`src/rtl/core/camy_pkg.sv`:
```
// ----------------------------------------------------------------------------
// camy_pkg: shared definitions for the calendar month/year adder
// Calendar constants, reciprocal multipliers for the constant divisions,
// saturation codes and small month tables.
// ----------------------------------------------------------------------------
package camy_pkg;

	// Number of register stages from input to output.
	localparam int STAGES = 17;

	// Operation codes.
	localparam logic OP_MONTHS = 1'b0;
	localparam logic OP_YEARS  = 1'b1;

	// Saturation codes carried down the pipe.
	localparam logic [1:0] SAT_NONE = 2'd0;
	localparam logic [1:0] SAT_LOW  = 2'd1;
	localparam logic [1:0] SAT_HIGH = 2'd2;

	// Day window 0000-01-01 .. 9999-12-31.
	localparam logic signed [22:0] DAY_MIN = -23'sd719528;
	localparam logic signed [22:0] DAY_MAX = 23'sd2932896;
	localparam logic [21:0]        DAY_EPOCH = 22'd719528;

	// Delta limits.
	localparam logic signed [63:0] MONTH_CAP = 64'sd120000;
	localparam logic signed [63:0] YEAR_CAP  = 64'sd10000;
	localparam logic [13:0]        YEAR_MAX  = 14'd9999;

	// Shift that makes the day number count from the start of a March-based 400-year era.
	localparam logic [21:0] Z_OFFSET = 22'd865565;

	localparam logic [17:0] DAYS_400Y = 18'd146097;
	localparam logic [15:0] DAYS_100Y = 16'd36524;
	localparam logic [10:0] DAYS_4Y   = 11'd1461;
	localparam logic [8:0]  DAYS_1Y   = 9'd365;
	localparam logic [8:0]  CYC_YEARS = 9'd400;
	localparam logic [3:0]  MONTHS_PER_YEAR = 4'd12;

	// Reciprocals: floor(2^s / d). The estimates fall short by at most one.
	localparam logic [14:0] ERA_RECIP    = 15'd29398;   // 2^32 / 146097
	localparam logic [11:0] CYC_RECIP    = 12'd2870;    // 2^22 / 1461
	localparam logic [14:0] DIV12_RECIP  = 15'd21845;   // 2^18 / 12
	localparam logic [13:0] DIV400_RECIP = 14'd10485;   // 2^22 / 400

	// First day of each month in a year that starts on March 1.
	function automatic logic [8:0] march_start(input logic [3:0] mp);
		logic [8:0] s;
		case (mp)
			4'd0:    s = 9'd0;
			4'd1:    s = 9'd31;
			4'd2:    s = 9'd61;
			4'd3:    s = 9'd92;
			4'd4:    s = 9'd122;
			4'd5:    s = 9'd153;
			4'd6:    s = 9'd184;
			4'd7:    s = 9'd214;
			4'd8:    s = 9'd245;
			4'd9:    s = 9'd275;
			4'd10:   s = 9'd306;
			4'd11:   s = 9'd337;
			default: s = 9'd0;
		endcase
		return s;
	endfunction

	// Month of a March-based year (0 = March) from the day of that year.
	function automatic logic [3:0] march_month(input logic [8:0] doy);
		logic [3:0] n;
		n = 4'd0;
		for (int i = 1; i < 12; i++) begin
			if (doy >= march_start(4'(i)))
				n = n + 4'd1;
		end
		return n;
	endfunction

	// Days before the first of month nm (1..12) in a common year.
	function automatic logic [8:0] cum_days(input logic [3:0] nm);
		logic [8:0] s;
		case (nm)
			4'd1:    s = 9'd0;
			4'd2:    s = 9'd31;
			4'd3:    s = 9'd59;
			4'd4:    s = 9'd90;
			4'd5:    s = 9'd120;
			4'd6:    s = 9'd151;
			4'd7:    s = 9'd181;
			4'd8:    s = 9'd212;
			4'd9:    s = 9'd243;
			4'd10:   s = 9'd273;
			4'd11:   s = 9'd304;
			4'd12:   s = 9'd334;
			default: s = 9'd0;
		endcase
		return s;
	endfunction

	// Length of month nm (1..12).
	function automatic logic [4:0] month_len(input logic [3:0] nm, input logic leap);
		logic [4:0] l;
		case (nm)
			4'd2:    l = leap ? 5'd29 : 5'd28;
			4'd4:    l = 5'd30;
			4'd6:    l = 5'd30;
			4'd9:    l = 5'd30;
			4'd11:   l = 5'd30;
			default: l = 5'd31;
		endcase
		return l;
	endfunction

	// Leap years among the first r years (0..399) of a 400-year cycle.
	function automatic logic [6:0] cycle_leaps(input logic [8:0] r);
		logic [9:0] q4;
		logic [6:0] n;
		q4 = ({1'b0, r} + 10'd3) >> 2;
		n  = q4[6:0];
		if (r > 9'd100)
			n = n - 7'd1;
		if (r > 9'd200)
			n = n - 7'd1;
		if (r > 9'd300)
			n = n - 7'd1;
		return n;
	endfunction

endpackage

```
`src/rtl/core/calendar_add_months_years.sv`:
```
// ----------------------------------------------------------------------------
// calendar_add_months_years: add months or years to a day number
// Seventeen-stage pipeline that turns a day number into year, month and day,
// shifts the month or the year, clamps the day and turns the date back.
// ----------------------------------------------------------------------------
// Usage
// The input channel takes one transaction per cycle while in_stall is low:
// op (0 adds months, 1 adds years), day_number (signed days since
// 1970-01-01) and a signed 64-bit delta. The output channel returns one
// transaction for each input, in order: result_day_number. Both channels
// handshake with valid and stall; a transaction moves at a rising edge
// where valid is high and stall is low. It lands in the first of seventeen
// register stages at the accepting edge and passes through them in order
// to out_valid. When the output is not stalled, the block takes one
// transaction per cycle, as every stage holds one and advances each cycle.
// While out_stall is high, the output holds its transaction; stages behind it
// keep moving forward into empty slots, so the block still takes input until
// every stage is full, and only then raises in_stall.
// Reset (arst_n low) empties every stage at once; payload registers keep
// whatever they held, as only the valid bits matter.
// Dates are saturated to 0000-01-01 .. 9999-12-31 on the way in and out.
// ----------------------------------------------------------------------------
module calendar_add_months_years (
	input  logic               clk,
	input  logic               arst_n,
	input  logic               in_valid,
	output logic               in_stall,
	input  logic               op,
	input  logic signed [22:0] day_number,
	input  logic signed [63:0] delta,
	output logic               out_valid,
	input  logic               out_stall,
	output logic signed [22:0] result_day_number
);

	// ------------------------------------------------------------------
	// Flow control. Stage k may load whenever some stage at or after it
	// is empty, or the output is being taken. This lets bubbles collapse.
	// ------------------------------------------------------------------
	logic [camy_pkg::STAGES:1] vld_q;
	logic [camy_pkg::STAGES:1] vld_d;
	logic [camy_pkg::STAGES:1] rdy;

	assign vld_d = {vld_q[camy_pkg::STAGES-1:1], in_valid};

	for (genvar k = 1; k <= camy_pkg::STAGES; k++) begin : g_flow
		assign rdy[k] = !out_stall || !(&vld_q[camy_pkg::STAGES:k]);

		always_ff @(posedge clk or negedge arst_n) begin
			if (!arst_n) begin
				vld_q[k] <= 1'b0;
			end else if (rdy[k]) begin
				vld_q[k] <= vld_d[k];
			end
		end
	end

	assign in_stall  = !rdy[1];
	assign out_valid = vld_q[camy_pkg::STAGES];

	// ------------------------------------------------------------------
	// Stage 1: saturate the input date and the delta, then shift the day
	// number so that it counts from the start of a March-based era.
	// ------------------------------------------------------------------
	logic signed [22:0] dn_c;
	logic signed [63:0] cap_hi;
	logic signed [63:0] cap_lo;
	logic signed [17:0] cd_c;
	logic [23:0]        z_w;

	always_comb begin
		if (day_number < camy_pkg::DAY_MIN) begin
			dn_c = camy_pkg::DAY_MIN;
		end else if (day_number > camy_pkg::DAY_MAX) begin
			dn_c = camy_pkg::DAY_MAX;
		end else begin
			dn_c = day_number;
		end
		cap_hi = (op == camy_pkg::OP_YEARS) ? camy_pkg::YEAR_CAP : camy_pkg::MONTH_CAP;
		cap_lo = -cap_hi;
		if (delta > cap_hi) begin
			cd_c = cap_hi[17:0];
		end else if (delta < cap_lo) begin
			cd_c = cap_lo[17:0];
		end else begin
			cd_c = delta[17:0];
		end
		z_w = {dn_c[22], dn_c} + {2'b00, camy_pkg::Z_OFFSET};
	end

	logic               op_s1;
	logic [21:0]        z_s1;
	logic signed [17:0] cd_s1;

	always_ff @(posedge clk) begin
		if (rdy[1]) begin
			op_s1 <= op;
			z_s1  <= z_w[21:0];
			cd_s1 <= cd_c;
		end
	end

	// ------------------------------------------------------------------
	// Stage 2: estimate the 400-year era by a reciprocal multiply.
	// ------------------------------------------------------------------
	logic [36:0] era_prod;

	assign era_prod = 37'(z_s1) * 37'(camy_pkg::ERA_RECIP);

	logic               op_s2;
	logic [21:0]        z_s2;
	logic signed [17:0] cd_s2;
	logic [4:0]         era_s2;

	always_ff @(posedge clk) begin
		if (rdy[2]) begin
			op_s2  <= op_s1;
			z_s2   <= z_s1;
			cd_s2  <= cd_s1;
			era_s2 <= era_prod[36:32];
		end
	end

	// ------------------------------------------------------------------
	// Stage 3: correct the era estimate and form the day of the era.
	// ------------------------------------------------------------------
	logic [21:0] era_days;
	logic [21:0] era_rem;
	logic [4:0]  era_fix;
	logic [17:0] doe_c;

	always_comb begin
		era_days = 22'(era_s2) * 22'(camy_pkg::DAYS_400Y);
		era_rem  = z_s2 - era_days;
		if (era_rem >= 22'(camy_pkg::DAYS_400Y)) begin
			era_fix = era_s2 + 5'd1;
			doe_c   = 18'(era_rem - 22'(camy_pkg::DAYS_400Y));
		end else begin
			era_fix = era_s2;
			doe_c   = era_rem[17:0];
		end
	end

	logic               op_s3;
	logic signed [17:0] cd_s3;
	logic [4:0]         era_s3;
	logic [17:0]        doe_s3;

	always_ff @(posedge clk) begin
		if (rdy[3]) begin
			op_s3  <= op_s2;
			cd_s3  <= cd_s2;
			era_s3 <= era_fix;
			doe_s3 <= doe_c;
		end
	end

	// ------------------------------------------------------------------
	// Stage 4: century of the era. The last century carries the extra
	// leap day, so the index stops at three.
	// ------------------------------------------------------------------
	logic [1:0]  cent_c;
	logic [17:0] cent_days;

	always_comb begin
		if (doe_s3 >= 18'd109572) begin
			cent_c = 2'd3;
		end else if (doe_s3 >= 18'd73048) begin
			cent_c = 2'd2;
		end else if (doe_s3 >= 18'(camy_pkg::DAYS_100Y)) begin
			cent_c = 2'd1;
		end else begin
			cent_c = 2'd0;
		end
		cent_days = doe_s3 - 18'(cent_c) * 18'(camy_pkg::DAYS_100Y);
	end

	logic               op_s4;
	logic signed [17:0] cd_s4;
	logic [4:0]         era_s4;
	logic [1:0]         cent_s4;
	logic [15:0]        doc_s4;

	always_ff @(posedge clk) begin
		if (rdy[4]) begin
			op_s4   <= op_s3;
			cd_s4   <= cd_s3;
			era_s4  <= era_s3;
			cent_s4 <= cent_c;
			doc_s4  <= cent_days[15:0];
		end
	end

	// ------------------------------------------------------------------
	// Stage 5: estimate the four-year cycle within the century.
	// ------------------------------------------------------------------
	logic [27:0] cyc_prod;

	assign cyc_prod = 28'(doc_s4) * 28'(camy_pkg::CYC_RECIP);

	logic               op_s5;
	logic signed [17:0] cd_s5;
	logic [4:0]         era_s5;
	logic [1:0]         cent_s5;
	logic [15:0]        doc_s5;
	logic [4:0]         cyc_s5;

	always_ff @(posedge clk) begin
		if (rdy[5]) begin
			op_s5   <= op_s4;
			cd_s5   <= cd_s4;
			era_s5  <= era_s4;
			cent_s5 <= cent_s4;
			doc_s5  <= doc_s4;
			cyc_s5  <= cyc_prod[26:22];
		end
	end

	// ------------------------------------------------------------------
	// Stage 6: correct the cycle estimate and form the day of the cycle.
	// ------------------------------------------------------------------
	logic [15:0] cyc_rem;
	logic [4:0]  cyc_fix;
	logic [10:0] doq_c;

	always_comb begin
		cyc_rem = doc_s5 - 16'(cyc_s5) * 16'(camy_pkg::DAYS_4Y);
		if (cyc_rem >= 16'(camy_pkg::DAYS_4Y)) begin
			cyc_fix = cyc_s5 + 5'd1;
			doq_c   = 11'(cyc_rem - 16'(camy_pkg::DAYS_4Y));
		end else begin
			cyc_fix = cyc_s5;
			doq_c   = cyc_rem[10:0];
		end
	end

	logic               op_s6;
	logic signed [17:0] cd_s6;
	logic [4:0]         era_s6;
	logic [1:0]         cent_s6;
	logic [4:0]         cyc_s6;
	logic [10:0]        doq_s6;

	always_ff @(posedge clk) begin
		if (rdy[6]) begin
			op_s6   <= op_s5;
			cd_s6   <= cd_s5;
			era_s6  <= era_s5;
			cent_s6 <= cent_s5;
			cyc_s6  <= cyc_fix;
			doq_s6  <= doq_c;
		end
	end

	// ------------------------------------------------------------------
	// Stage 7: year within the cycle and day of that year.
	// ------------------------------------------------------------------
	logic [1:0]  yoc_c;
	logic [10:0] yoc_days;

	always_comb begin
		if (doq_s6 >= 11'd1095) begin
			yoc_c = 2'd3;
		end else if (doq_s6 >= 11'd730) begin
			yoc_c = 2'd2;
		end else if (doq_s6 >= 11'(camy_pkg::DAYS_1Y)) begin
			yoc_c = 2'd1;
		end else begin
			yoc_c = 2'd0;
		end
		yoc_days = doq_s6 - 11'(yoc_c) * 11'(camy_pkg::DAYS_1Y);
	end

	logic               op_s7;
	logic signed [17:0] cd_s7;
	logic [4:0]         era_s7;
	logic [1:0]         cent_s7;
	logic [4:0]         cyc_s7;
	logic [1:0]         yoc_s7;
	logic [8:0]         doy_s7;

	always_ff @(posedge clk) begin
		if (rdy[7]) begin
			op_s7   <= op_s6;
			cd_s7   <= cd_s6;
			era_s7  <= era_s6;
			cent_s7 <= cent_s6;
			cyc_s7  <= cyc_s6;
			yoc_s7  <= yoc_c;
			doy_s7  <= yoc_days[8:0];
		end
	end

	// ------------------------------------------------------------------
	// Stage 8: month and day from the March-based day of year, and the
	// year of the era. January and February belong to the next year.
	// ------------------------------------------------------------------
	logic [3:0] mp_c;
	logic [8:0] dom_w;
	logic [3:0] mon_c;
	logic [8:0] yoe_c;

	always_comb begin
		mp_c  = camy_pkg::march_month(doy_s7);
		dom_w = doy_s7 - camy_pkg::march_start(mp_c) + 9'd1;
		mon_c = (mp_c < 4'd10) ? mp_c + 4'd3 : mp_c - 4'd9;
		yoe_c = 9'(cent_s7) * 9'd100 + 9'(cyc_s7) * 9'd4 + 9'(yoc_s7);
	end

	logic               op_s8;
	logic signed [17:0] cd_s8;
	logic [4:0]         era_s8;
	logic [8:0]         yoe_s8;
	logic               jf_s8;
	logic [3:0]         mon_s8;
	logic [4:0]         dom_s8;

	always_ff @(posedge clk) begin
		if (rdy[8]) begin
			op_s8  <= op_s7;
			cd_s8  <= cd_s7;
			era_s8 <= era_s7;
			yoe_s8 <= yoe_c;
			jf_s8  <= (mp_c >= 4'd10);
			mon_s8 <= mon_c;
			dom_s8 <= dom_w[4:0];
		end
	end

	// ------------------------------------------------------------------
	// Stage 9: civil year.
	// ------------------------------------------------------------------
	logic [14:0] year_w;

	assign year_w = 15'(era_s8) * 15'(camy_pkg::CYC_YEARS) + 15'(yoe_s8) + 15'(jf_s8)
	              - 15'(camy_pkg::CYC_YEARS);

	logic               op_s9;
	logic signed [17:0] cd_s9;
	logic [13:0]        year_s9;
	logic [3:0]         mon_s9;
	logic [4:0]         dom_s9;

	always_ff @(posedge clk) begin
		if (rdy[9]) begin
			op_s9   <= op_s8;
			cd_s9   <= cd_s8;
			year_s9 <= year_w[13:0];
			mon_s9  <= mon_s8;
			dom_s9  <= dom_s8;
		end
	end

	// ------------------------------------------------------------------
	// Stage 10: shift. Months use the month index year*12 + month-1;
	// years add directly. Both fit a 19-bit signed sum.
	// ------------------------------------------------------------------
	logic [18:0] cd_x;
	logic [18:0] shift_c;

	always_comb begin
		cd_x = {cd_s9[17], cd_s9};
		if (op_s9 == camy_pkg::OP_YEARS) begin
			shift_c = 19'(year_s9) + cd_x;
		end else begin
			shift_c = 19'(year_s9) * 19'(camy_pkg::MONTHS_PER_YEAR)
			        + 19'(mon_s9 - 4'd1) + cd_x;
		end
	end

	logic        op_s10;
	logic [18:0] sum_s10;
	logic [3:0]  mon_s10;
	logic [4:0]  dom_s10;

	always_ff @(posedge clk) begin
		if (rdy[10]) begin
			op_s10  <= op_s9;
			sum_s10 <= shift_c;
			mon_s10 <= mon_s9;
			dom_s10 <= dom_s9;
		end
	end

	// ------------------------------------------------------------------
	// Stage 11: months: estimate index / 12. Years: clamp to 0..9999.
	// ------------------------------------------------------------------
	logic [32:0] d12_prod;
	logic [14:0] ny_c;

	always_comb begin
		d12_prod = 33'(sum_s10[17:0]) * 33'(camy_pkg::DIV12_RECIP);
		if (op_s10 == camy_pkg::OP_YEARS) begin
			if (sum_s10[18]) begin
				ny_c = 15'd0;
			end else if (sum_s10[17:0] > 18'(camy_pkg::YEAR_MAX)) begin
				ny_c = 15'(camy_pkg::YEAR_MAX);
			end else begin
				ny_c = sum_s10[14:0];
			end
		end else begin
			ny_c = d12_prod[32:18];
		end
	end

	logic        op_s11;
	logic        under_s11;
	logic [17:0] sum_s11;
	logic [14:0] ny_s11;
	logic [3:0]  mon_s11;
	logic [4:0]  dom_s11;

	always_ff @(posedge clk) begin
		if (rdy[11]) begin
			op_s11    <= op_s10;
			under_s11 <= (op_s10 == camy_pkg::OP_MONTHS) && sum_s10[18];
			sum_s11   <= sum_s10[17:0];
			ny_s11    <= ny_c;
			mon_s11   <= mon_s10;
			dom_s11   <= dom_s10;
		end
	end

	// ------------------------------------------------------------------
	// Stage 12: months: fix the quotient, take the month from the
	// remainder and flag years past the window.
	// ------------------------------------------------------------------
	logic [17:0] m12_rem;
	logic [4:0]  rem5;
	logic [14:0] ny_fix;
	logic [3:0]  nm_c;
	logic [1:0]  sat_c;

	always_comb begin
		m12_rem = sum_s11 - 18'(ny_s11) * 18'(camy_pkg::MONTHS_PER_YEAR);
		rem5    = m12_rem[4:0];
		sat_c   = camy_pkg::SAT_NONE;
		if (op_s11 == camy_pkg::OP_YEARS) begin
			ny_fix = ny_s11;
			nm_c   = mon_s11;
		end else begin
			if (rem5 >= 5'(camy_pkg::MONTHS_PER_YEAR)) begin
				ny_fix = ny_s11 + 15'd1;
				nm_c   = 4'(rem5 - 5'd11);
			end else begin
				ny_fix = ny_s11;
				nm_c   = 4'(rem5 + 5'd1);
			end
			if (under_s11) begin
				sat_c = camy_pkg::SAT_LOW;
			end else if (ny_fix > 15'(camy_pkg::YEAR_MAX)) begin
				sat_c = camy_pkg::SAT_HIGH;
			end
		end
	end

	logic [13:0] ny_s12;
	logic [3:0]  nm_s12;
	logic [4:0]  dom_s12;
	logic [1:0]  sat_s12;

	always_ff @(posedge clk) begin
		if (rdy[12]) begin
			ny_s12  <= ny_fix[13:0];
			nm_s12  <= nm_c;
			dom_s12 <= dom_s11;
			sat_s12 <= sat_c;
		end
	end

	// ------------------------------------------------------------------
	// Stage 13: estimate the target year's 400-year cycle.
	// ------------------------------------------------------------------
	logic [27:0] d400_prod;

	assign d400_prod = 28'(ny_s12) * 28'(camy_pkg::DIV400_RECIP);

	logic [13:0] ny_s13;
	logic [4:0]  q400_s13;
	logic [3:0]  nm_s13;
	logic [4:0]  dom_s13;
	logic [1:0]  sat_s13;

	always_ff @(posedge clk) begin
		if (rdy[13]) begin
			ny_s13   <= ny_s12;
			q400_s13 <= d400_prod[26:22];
			nm_s13   <= nm_s12;
			dom_s13  <= dom_s12;
			sat_s13  <= sat_s12;
		end
	end

	// ------------------------------------------------------------------
	// Stage 14: correct the cycle and form the year within it.
	// ------------------------------------------------------------------
	logic [13:0] r400_w;
	logic [4:0]  q400_fix;
	logic [8:0]  r400_c;

	always_comb begin
		r400_w = ny_s13 - 14'(q400_s13) * 14'(camy_pkg::CYC_YEARS);
		if (r400_w >= 14'(camy_pkg::CYC_YEARS)) begin
			q400_fix = q400_s13 + 5'd1;
			r400_c   = 9'(r400_w - 14'(camy_pkg::CYC_YEARS));
		end else begin
			q400_fix = q400_s13;
			r400_c   = r400_w[8:0];
		end
	end

	logic [4:0] q400_s14;
	logic [8:0] r400_s14;
	logic [3:0] nm_s14;
	logic [4:0] dom_s14;
	logic [1:0] sat_s14;

	always_ff @(posedge clk) begin
		if (rdy[14]) begin
			q400_s14 <= q400_fix;
			r400_s14 <= r400_c;
			nm_s14   <= nm_s13;
			dom_s14  <= dom_s13;
			sat_s14  <= sat_s13;
		end
	end

	// ------------------------------------------------------------------
	// Stage 15: leap test and clamp of the day to the month's length.
	// This also turns Feb 29 into Feb 28 in a common year.
	// ------------------------------------------------------------------
	logic       leap_c;
	logic [4:0] len_c;
	logic [4:0] nd_c;

	always_comb begin
		leap_c = (r400_s14[1:0] == 2'd0) && (r400_s14 != 9'd100)
		      && (r400_s14 != 9'd200) && (r400_s14 != 9'd300);
		len_c  = camy_pkg::month_len(nm_s14, leap_c);
		nd_c   = (dom_s14 < len_c) ? dom_s14 : len_c;
	end

	logic [4:0] q400_s15;
	logic [8:0] r400_s15;
	logic [3:0] nm_s15;
	logic [4:0] nd_s15;
	logic       leap_s15;
	logic [1:0] sat_s15;

	always_ff @(posedge clk) begin
		if (rdy[15]) begin
			q400_s15 <= q400_s14;
			r400_s15 <= r400_s14;
			nm_s15   <= nm_s14;
			nd_s15   <= nd_c;
			leap_s15 <= leap_c;
			sat_s15  <= sat_s14;
		end
	end

	// ------------------------------------------------------------------
	// Stage 16: days from 0000-01-01 to January 1 of the target year,
	// and the day offset within that year.
	// ------------------------------------------------------------------
	logic [21:0] base_c;
	logic [8:0]  off_c;

	always_comb begin
		base_c = 22'(q400_s15) * 22'(camy_pkg::DAYS_400Y)
		       + 22'(r400_s15) * 22'(camy_pkg::DAYS_1Y)
		       + 22'(camy_pkg::cycle_leaps(r400_s15));
		off_c  = camy_pkg::cum_days(nm_s15) + 9'(leap_s15 && (nm_s15 > 4'd2))
		       + 9'(nd_s15) - 9'd1;
	end

	logic [21:0] base_s16;
	logic [8:0]  off_s16;
	logic [1:0]  sat_s16;

	always_ff @(posedge clk) begin
		if (rdy[16]) begin
			base_s16 <= base_c;
			off_s16  <= off_c;
			sat_s16  <= sat_s15;
		end
	end

	// ------------------------------------------------------------------
	// Stage 17: back to days since 1970-01-01, with the window limits
	// for month shifts that left the calendar range.
	// ------------------------------------------------------------------
	logic [22:0]        res_w;
	logic signed [22:0] res_c;

	always_comb begin
		res_w = {1'b0, base_s16} + 23'(off_s16) - 23'(camy_pkg::DAY_EPOCH);
		case (sat_s16)
			camy_pkg::SAT_LOW:  res_c = camy_pkg::DAY_MIN;
			camy_pkg::SAT_HIGH: res_c = camy_pkg::DAY_MAX;
			default:            res_c = res_w;
		endcase
	end

	logic signed [22:0] res_s17;

	always_ff @(posedge clk) begin
		if (rdy[17]) begin
			res_s17 <= res_c;
		end
	end

	assign result_day_number = res_s17;

endmodule
```
`config.mk`:
```
export PLATFORM = sky130hd
export DESIGN_NAME = calendar_add_months_years
export DESIGN_NICKNAME = d
export VERILOG_FILES = /design/src/rtl/core/camy_pkg.sv /design/src/rtl/core/calendar_add_months_years.sv
export SDC_FILE = /design/constraint.sdc
export NUM_CORES = 2
export LEC_CHECK = 0
export BUFFER_PORTS_ARGS = -buffer_cell sky130_fd_sc_hd__buf_4
export CELL_PAD_IN_SITES_DETAIL_PLACEMENT = 0
export CELL_PAD_IN_SITES_GLOBAL_PLACEMENT = 1
export CORE_MARGIN = 2
export CORE_UTILIZATION = 53
export CTS_CLUSTER_SIZE = 28
export DETAILED_ROUTE_END_ITERATION = 8
export PLACE_DENSITY_LB_ADDON = 0.1
export SETUP_SLACK_MARGIN = 0.5
export SLEW_MARGIN = 20
export SYNTH_ARGS = -nofsm -noshare
export SYNTH_HDL_FRONTEND = slang
export SYNTH_SLANG_ARGS = --single-unit
export TNS_END_PERCENT = 100
```
`constraint.sdc`:
```
create_clock -name clk -period 15 [get_ports clk]
set_input_delay 4.5 -clock clk [delete_from_list [all_inputs] [get_ports clk]]
set_output_delay 4.5 -clock clk [all_outputs]
set_load 0.1 [all_outputs]
```
; ---- Word-level counts from Yosys, hierarchy flattened
; Memory sizes are Yosys's and may differ from the RTL's. A register that Yosys moved wholly into a read port is not among the register bits.
; Index checks and enable logic that the tools add are counted.
[classes]
n_addsub = 51
multipliers = 15
n_div = 0
order_cmp = 34
n_eq_ne = 10
n_shift = 0
muxes = 48
bitwise_logic = 1
reduce_logical = 60
[op_table]
columns = cell, n
row1 = $mux W15, 5
row2 = $gt A64 B18 Y1, 1
row3 = $lt A64 B64 Y1, 1
row4 = $neg A17 Y64, 1
row5 = $mux W4, 14
row6 = $mux W18, 3
row7 = $pmux W23 S2, 1
row8 = $add A4 B1 Y4 const B, 11
row9 = $mul A5 B18 Y22 const B, 2
row10 = $mux W22, 2
row11 = $ge A18 B17 Y1 const B, 2
row12 = $ge A9 B8 Y1 const B, 4
row13 = $mul A22 B14 Y36 const B, 1
row14 = $mul A18 B15 Y33 const B, 1
row15 = $sub A16 B16 Y16, 2
row16 = $ge A9 B9 Y1 const B, 3
row17 = $mul A14 B14 Y27 const B, 1
row18 = $mul A16 B11 Y26 const B, 1
row19 = $add A22 B9 Y23, 1
row20 = $gt A23 B23 Y1 const B, 1
row21 = $lt A23 B21 Y1 const B, 1
row22 = $sub A23 B20 Y23 const B, 1
row23 = $add A22 B18 Y22, 1
row24 = $add A22 B21 Y22 const B, 1
row25 = other kinds (95), 157
[word_totals]
ff_bits = 626
latch_bits = 0
mem_bits_rw = 0
romBits = 288
input_bits = 92
out_inout_bits = 25
elab_cells = 320
mem_count = 2
[mem_list]
columns = name, depth, word_bits, rd, rd_clocked_by_memory_dff, wr, line
row1 = (no name shown), 16, 9, 1, 1, 0, camy_pkg.sv:81  ; case (nm)
row2 = (no name shown), 16, 9, 1, 0, 0, camy_pkg.sv:49  ; case (mp)

; ---- Longest topological paths before layout
; An unclocked memory read counts as a cell.
[depth]
ltp_word = 25
mapped_depth = 45
mapped_depth_nobuf = 44

; ---- Least setup slack after synthesis
; Ideal clock, no wire load.
[synth_timing]
path_kind = input-to-output
startpoint = in out_stall
endpoint = out in_stall
arrival_ns = 10.345
t_required_ns = 10.500
slack_ns = 0.155
path_stages = 10
n_path_buf = 0
cell_sequence = nand3_1 > nor2_1 > and3_1 > inv_1 > nor3_1 > and2_1 > nand3_1 > nor2_1 > nand2_1 > inv_1
[synth_via]
elab_chain_len = 3
[synth_lines]
columns = item, line
row1 = start: declaration, calendar_add_months_years.sv:32  ; input logic out_stall,
row2 = $logic_not A1 Y1, calendar_add_months_years.sv:47  ; assign rdy[k] = !out_stall || !(&vld_q[camy_pkg::STAGES:k]);
row3 = $logic_or A1 B1 Y1, calendar_add_months_years.sv:47
row4 = $logic_not A1 Y1, calendar_add_months_years.sv:58  ; assign in_stall = !rdy[1];
row5 = end: declaration, calendar_add_months_years.sv:27  ; output logic in_stall,
; No other way between the ends.

; ---- Final worst setup path
; Ends and elaborated chain as after synthesis.

==> summary.txt <==
Unique cell type count in the Yosys netlist - 84
Maxcap violations - 0
Cell area after technology mapping - 54,800 um^2
Post-synth top flop - edfxtp_1
Clock buffers created by TritonCTS - 71
Clock-pin slew reported for the worst setup and hold paths after clock tree synthesis - 0.06 ns
Row cnt - 117
Final worst slack - 2.31 ns
Final min period - 12.69 ns
Maximum number of pins on one net before global-route repair - 49
Cell with the biggest individual delay on the critical path - nand2_2
CP endpoint kind - primary output
Total count of hold-check failures in the final report - 0
Fill cell instance count of the final layout - 8,646
Count of buffers added by post-CTS timing repair for setup - 0
Worst-case register-to-register setup slack - 6.46 ns
Area of the core region - 102,000 um^2
Grt peak-use layer - met2
Number of global-route vias before repair - 34,700
Maximum fanout along the worst path - 44
Destination of the worst register-to-register timing path - dom_s8[4]
Stage delay of the slowest cell on the critical path - 0.62 ns
Growth of design area from synthesis to finish - 9.20%
Mean routed wirelength per cell - 16.3 um
Instance count of the mapped netlist - 4,813
Transition time at the pin with the least slew margin - 1.04 ns
Worst slack, placed - 2.29 ns
Final-report max-slew violation count - 0
Worst Hold Launch - cd_s6[1]
H-tree depth - 3
Met1 capacity usage during global routing - 26.1%
Tightest slew margin relative to the limit - 30.3%
Layout cells sized above 1 - 6.45%
Critical path startpoint category - primary input
Hold Path Cell Cnt - 0
Share of flip-flops with an asynchronous set or reset - 2.68%
Dpl hpwl - 85.0 mm
Sequential fraction of the synthesis area - 34.5%
Vias after detailed routing - 33,200
Top achievable clock speed - 0.0788 GHz
Count of antenna-violating nets left after detailed routing - 0
I/O pin count - 117
Number of cell instances on the worst register-to-register path - 43
Seq cells post-synth - 635
Sink Count - 635
Final setup violation count - 0
Antenna diode count - 0
Violation count after the first detailed-route iteration - 1,557
Number of enable-type register cells in the synthesized netlist - 609
Buffer levels on the longest clock path - 3
DRC - 0
First-pass GRT wire length - 175 mm
Synth Net Count - 6,283
Die outline area - 106,000 um^2
GR Util met2 - 36.5%
Number of instances resized during post-cts repair - 0
Floorplan die height - 326 um
Worst Clk Skew - 0.0183 ns
Worst endpoint data arrival time - 8.19 ns
Starting utilization of the core area - 53.6%
Worst path required time - 10.50 ns
Gate family responsible for the most delay along the worst path - simple AND/OR/NAND/NOR gates
Initial antenna violation count - 1
Final nets - 6,448
Run status - completed
Post-cts hold buffer count - 0
Summed negative setup slack over all endpoints - 0 ns
Critical path cell sequence - buf_4, nand3_1, buf_4, nor2_1, and3_1, inv_1, nor3_1, and2_1, nand3_2, buf_4, nor2_1, nand2_2, inv_1, buf_4
Worst path buffer plus inverter count - 6
Count of TritonRoute iterations in the first routing pass - 5
Met3 track demand over resource in global routing - 2.88%
Worst flop-to-flop path startpoint - doy_s7[6]
Kind of path behind the tightest hold check - reg -> reg
Root buffer cell - clkbuf_16
Most frequent cell on the critical path - buf_4
TritonCTS clock tree - done
Die width - 326 um
Hold Crit Endpoint - cd_s7[1]
Number of warnings printed during yosys synthesis - 0
WS Path Type - in -> out
I/O Buffers - 116
Post-detailed-routing wire length - 104 mm
Congestion Overflow GR - 0
Worst-Skew Late Latency - 0.63 ns
All-layer global routing usage - 20.5%
Final RePlAce weighted congestion - 0.852
Average via count per standard cell - 5.18
Setup repair after global routing missed its margin - no
Period utilisation layout - 84.6%
Post-Syn Area per Cell - 11.4 um^2
flip-flops by register name (all words and copies together) (netlist names), 18 cells and up, named ones only:
register / count
cd_s1: 18
result_day_number: 23
cd_s7: 18
base_s16: 22
cd_s2: 18
cd_s3: 18
sum_s10: 19
doe_s3: 18
cd_s9: 18
cd_s4: 18
cd_s8: 18
cd_s6: 18
z_s2: 22
cd_s5: 18
z_s1: 22
cells by family (layout without fill, tap and decap cells):
family	count (synthesis)	in the layout	synth area share (%)
mux	31	31	0.596
compound gates	704	704	8.20
buf+inv	1022	1244	7.01
xor+xnor	310	310	5.22
flops	635	635	34.5
fa+ha+maj	1378	1378	37.8
simple gates	733	733	6.69
cells in the mapped netlist, types with 18 or more instances:
| library cell | n | area, um^2 |
|---|---|---|
| nand2_1 | 172 | 646 |
| inv_1 | 981 | 3680 |
| o21ai_0 | 169 | 846 |
| and3_1 | 18 | 113 |
| mux2i_1 | 18 | 180 |
| or3_1 | 23 | 144 |
| edfxtp_1 | 609 | 18300 |
| or2_2 | 23 | 144 |
| nand2b_1 | 44 | 275 |
| and2_1 | 24 | 150 |
| fa_1 | 465 | 9310 |
| o21bai_1 | 28 | 210 |
| xnor2_1 | 206 | 1800 |
| a21boi_0 | 19 | 143 |
| nor4_1 | 30 | 188 |
| nand3_1 | 55 | 275 |
| a31oi_1 | 28 | 175 |
| nor2_1 | 176 | 661 |
| nor3_1 | 59 | 295 |
| xor2_1 | 95 | 832 |
| a21oi_1 | 187 | 936 |
| nor2b_1 | 34 | 213 |
| o21a_1 | 51 | 383 |
| clkbuf_1 | 30 | 113 |
| ha_1 | 913 | 11400 |
| a21o_1 | 81 | 608 |
| nand4_1 | 29 | 181 |
through the flow:
stage | hold WS, ns | utilization (%) | instance area, um^2 | instances
after CTS | 0.415 | 58.6 | 59900 | 6403
after floorplan | 0.400 | - | 54800 | 4813
after global placement | 0.401 | 56.2 | 57400 | 6273
final | 0.414 | 58.6 | 59900 | 6403
after global routing | 0.417 | 58.6 | 59900 | 6403
after detailed placement | 0.405 | 56.2 | 57400 | 6273
worst max path at each step:
stage          depth (start not counted)  startpoint  endpoint  slack [ns]
2_1_floorplan                         10   out_stall  in_stall        0.66
3_3_place_gp                          14   out_stall  in_stall        2.33
3_5_place_dp                          14   out_stall  in_stall        2.29
4_1_cts                               14   out_stall  in_stall        2.28
5_1_grt                               14   out_stall  in_stall        1.86
6_report                              14   out_stall  in_stall        2.31
placed cells by master (no fill, tap or decap), types with 23 or more instances in the layout:
cell,n
nand3_1,53
o21a_1,51
nand4_1,29
nor2_1,176
nor3_1,59
inv_1,977
xnor2_1,206
or2_2,23
a21o_1,81
a31oi_1,28
edfxtp_1,609
fa_1,465
xor2_1,95
o21bai_1,28
ha_1,913
nor2b_1,34
buf_4,131
nand2b_1,44
a21oi_1,187
and2_1,24
clkbuf_16,73
o21ai_0,169
nand2_1,168
or3_1,23
nor4_1,29
per-layer routing:
metal	wire length [um]	vias to the layer above
li1	-	16700
met1	45400	16000
met2	52900	347
met3	3400	139
met4	2750	2
met5	7	-
cell type report:
class	instances	area, um^2	area share [%]
Timing Repair Buffer	131	983	1.64
Clock buffer	83	1860	3.11
Tap cell	1368	1710	2.86
Clock inverter	47	597	0.997
Sequential cell	635	18900	31.6
Inverter	983	3690	6.16
Multi-Input combinational cell	3156	32100	53.7
Power is not shown: default switching activity piles up to over one toggle a cycle in this logic, so the estimate is an artifact.
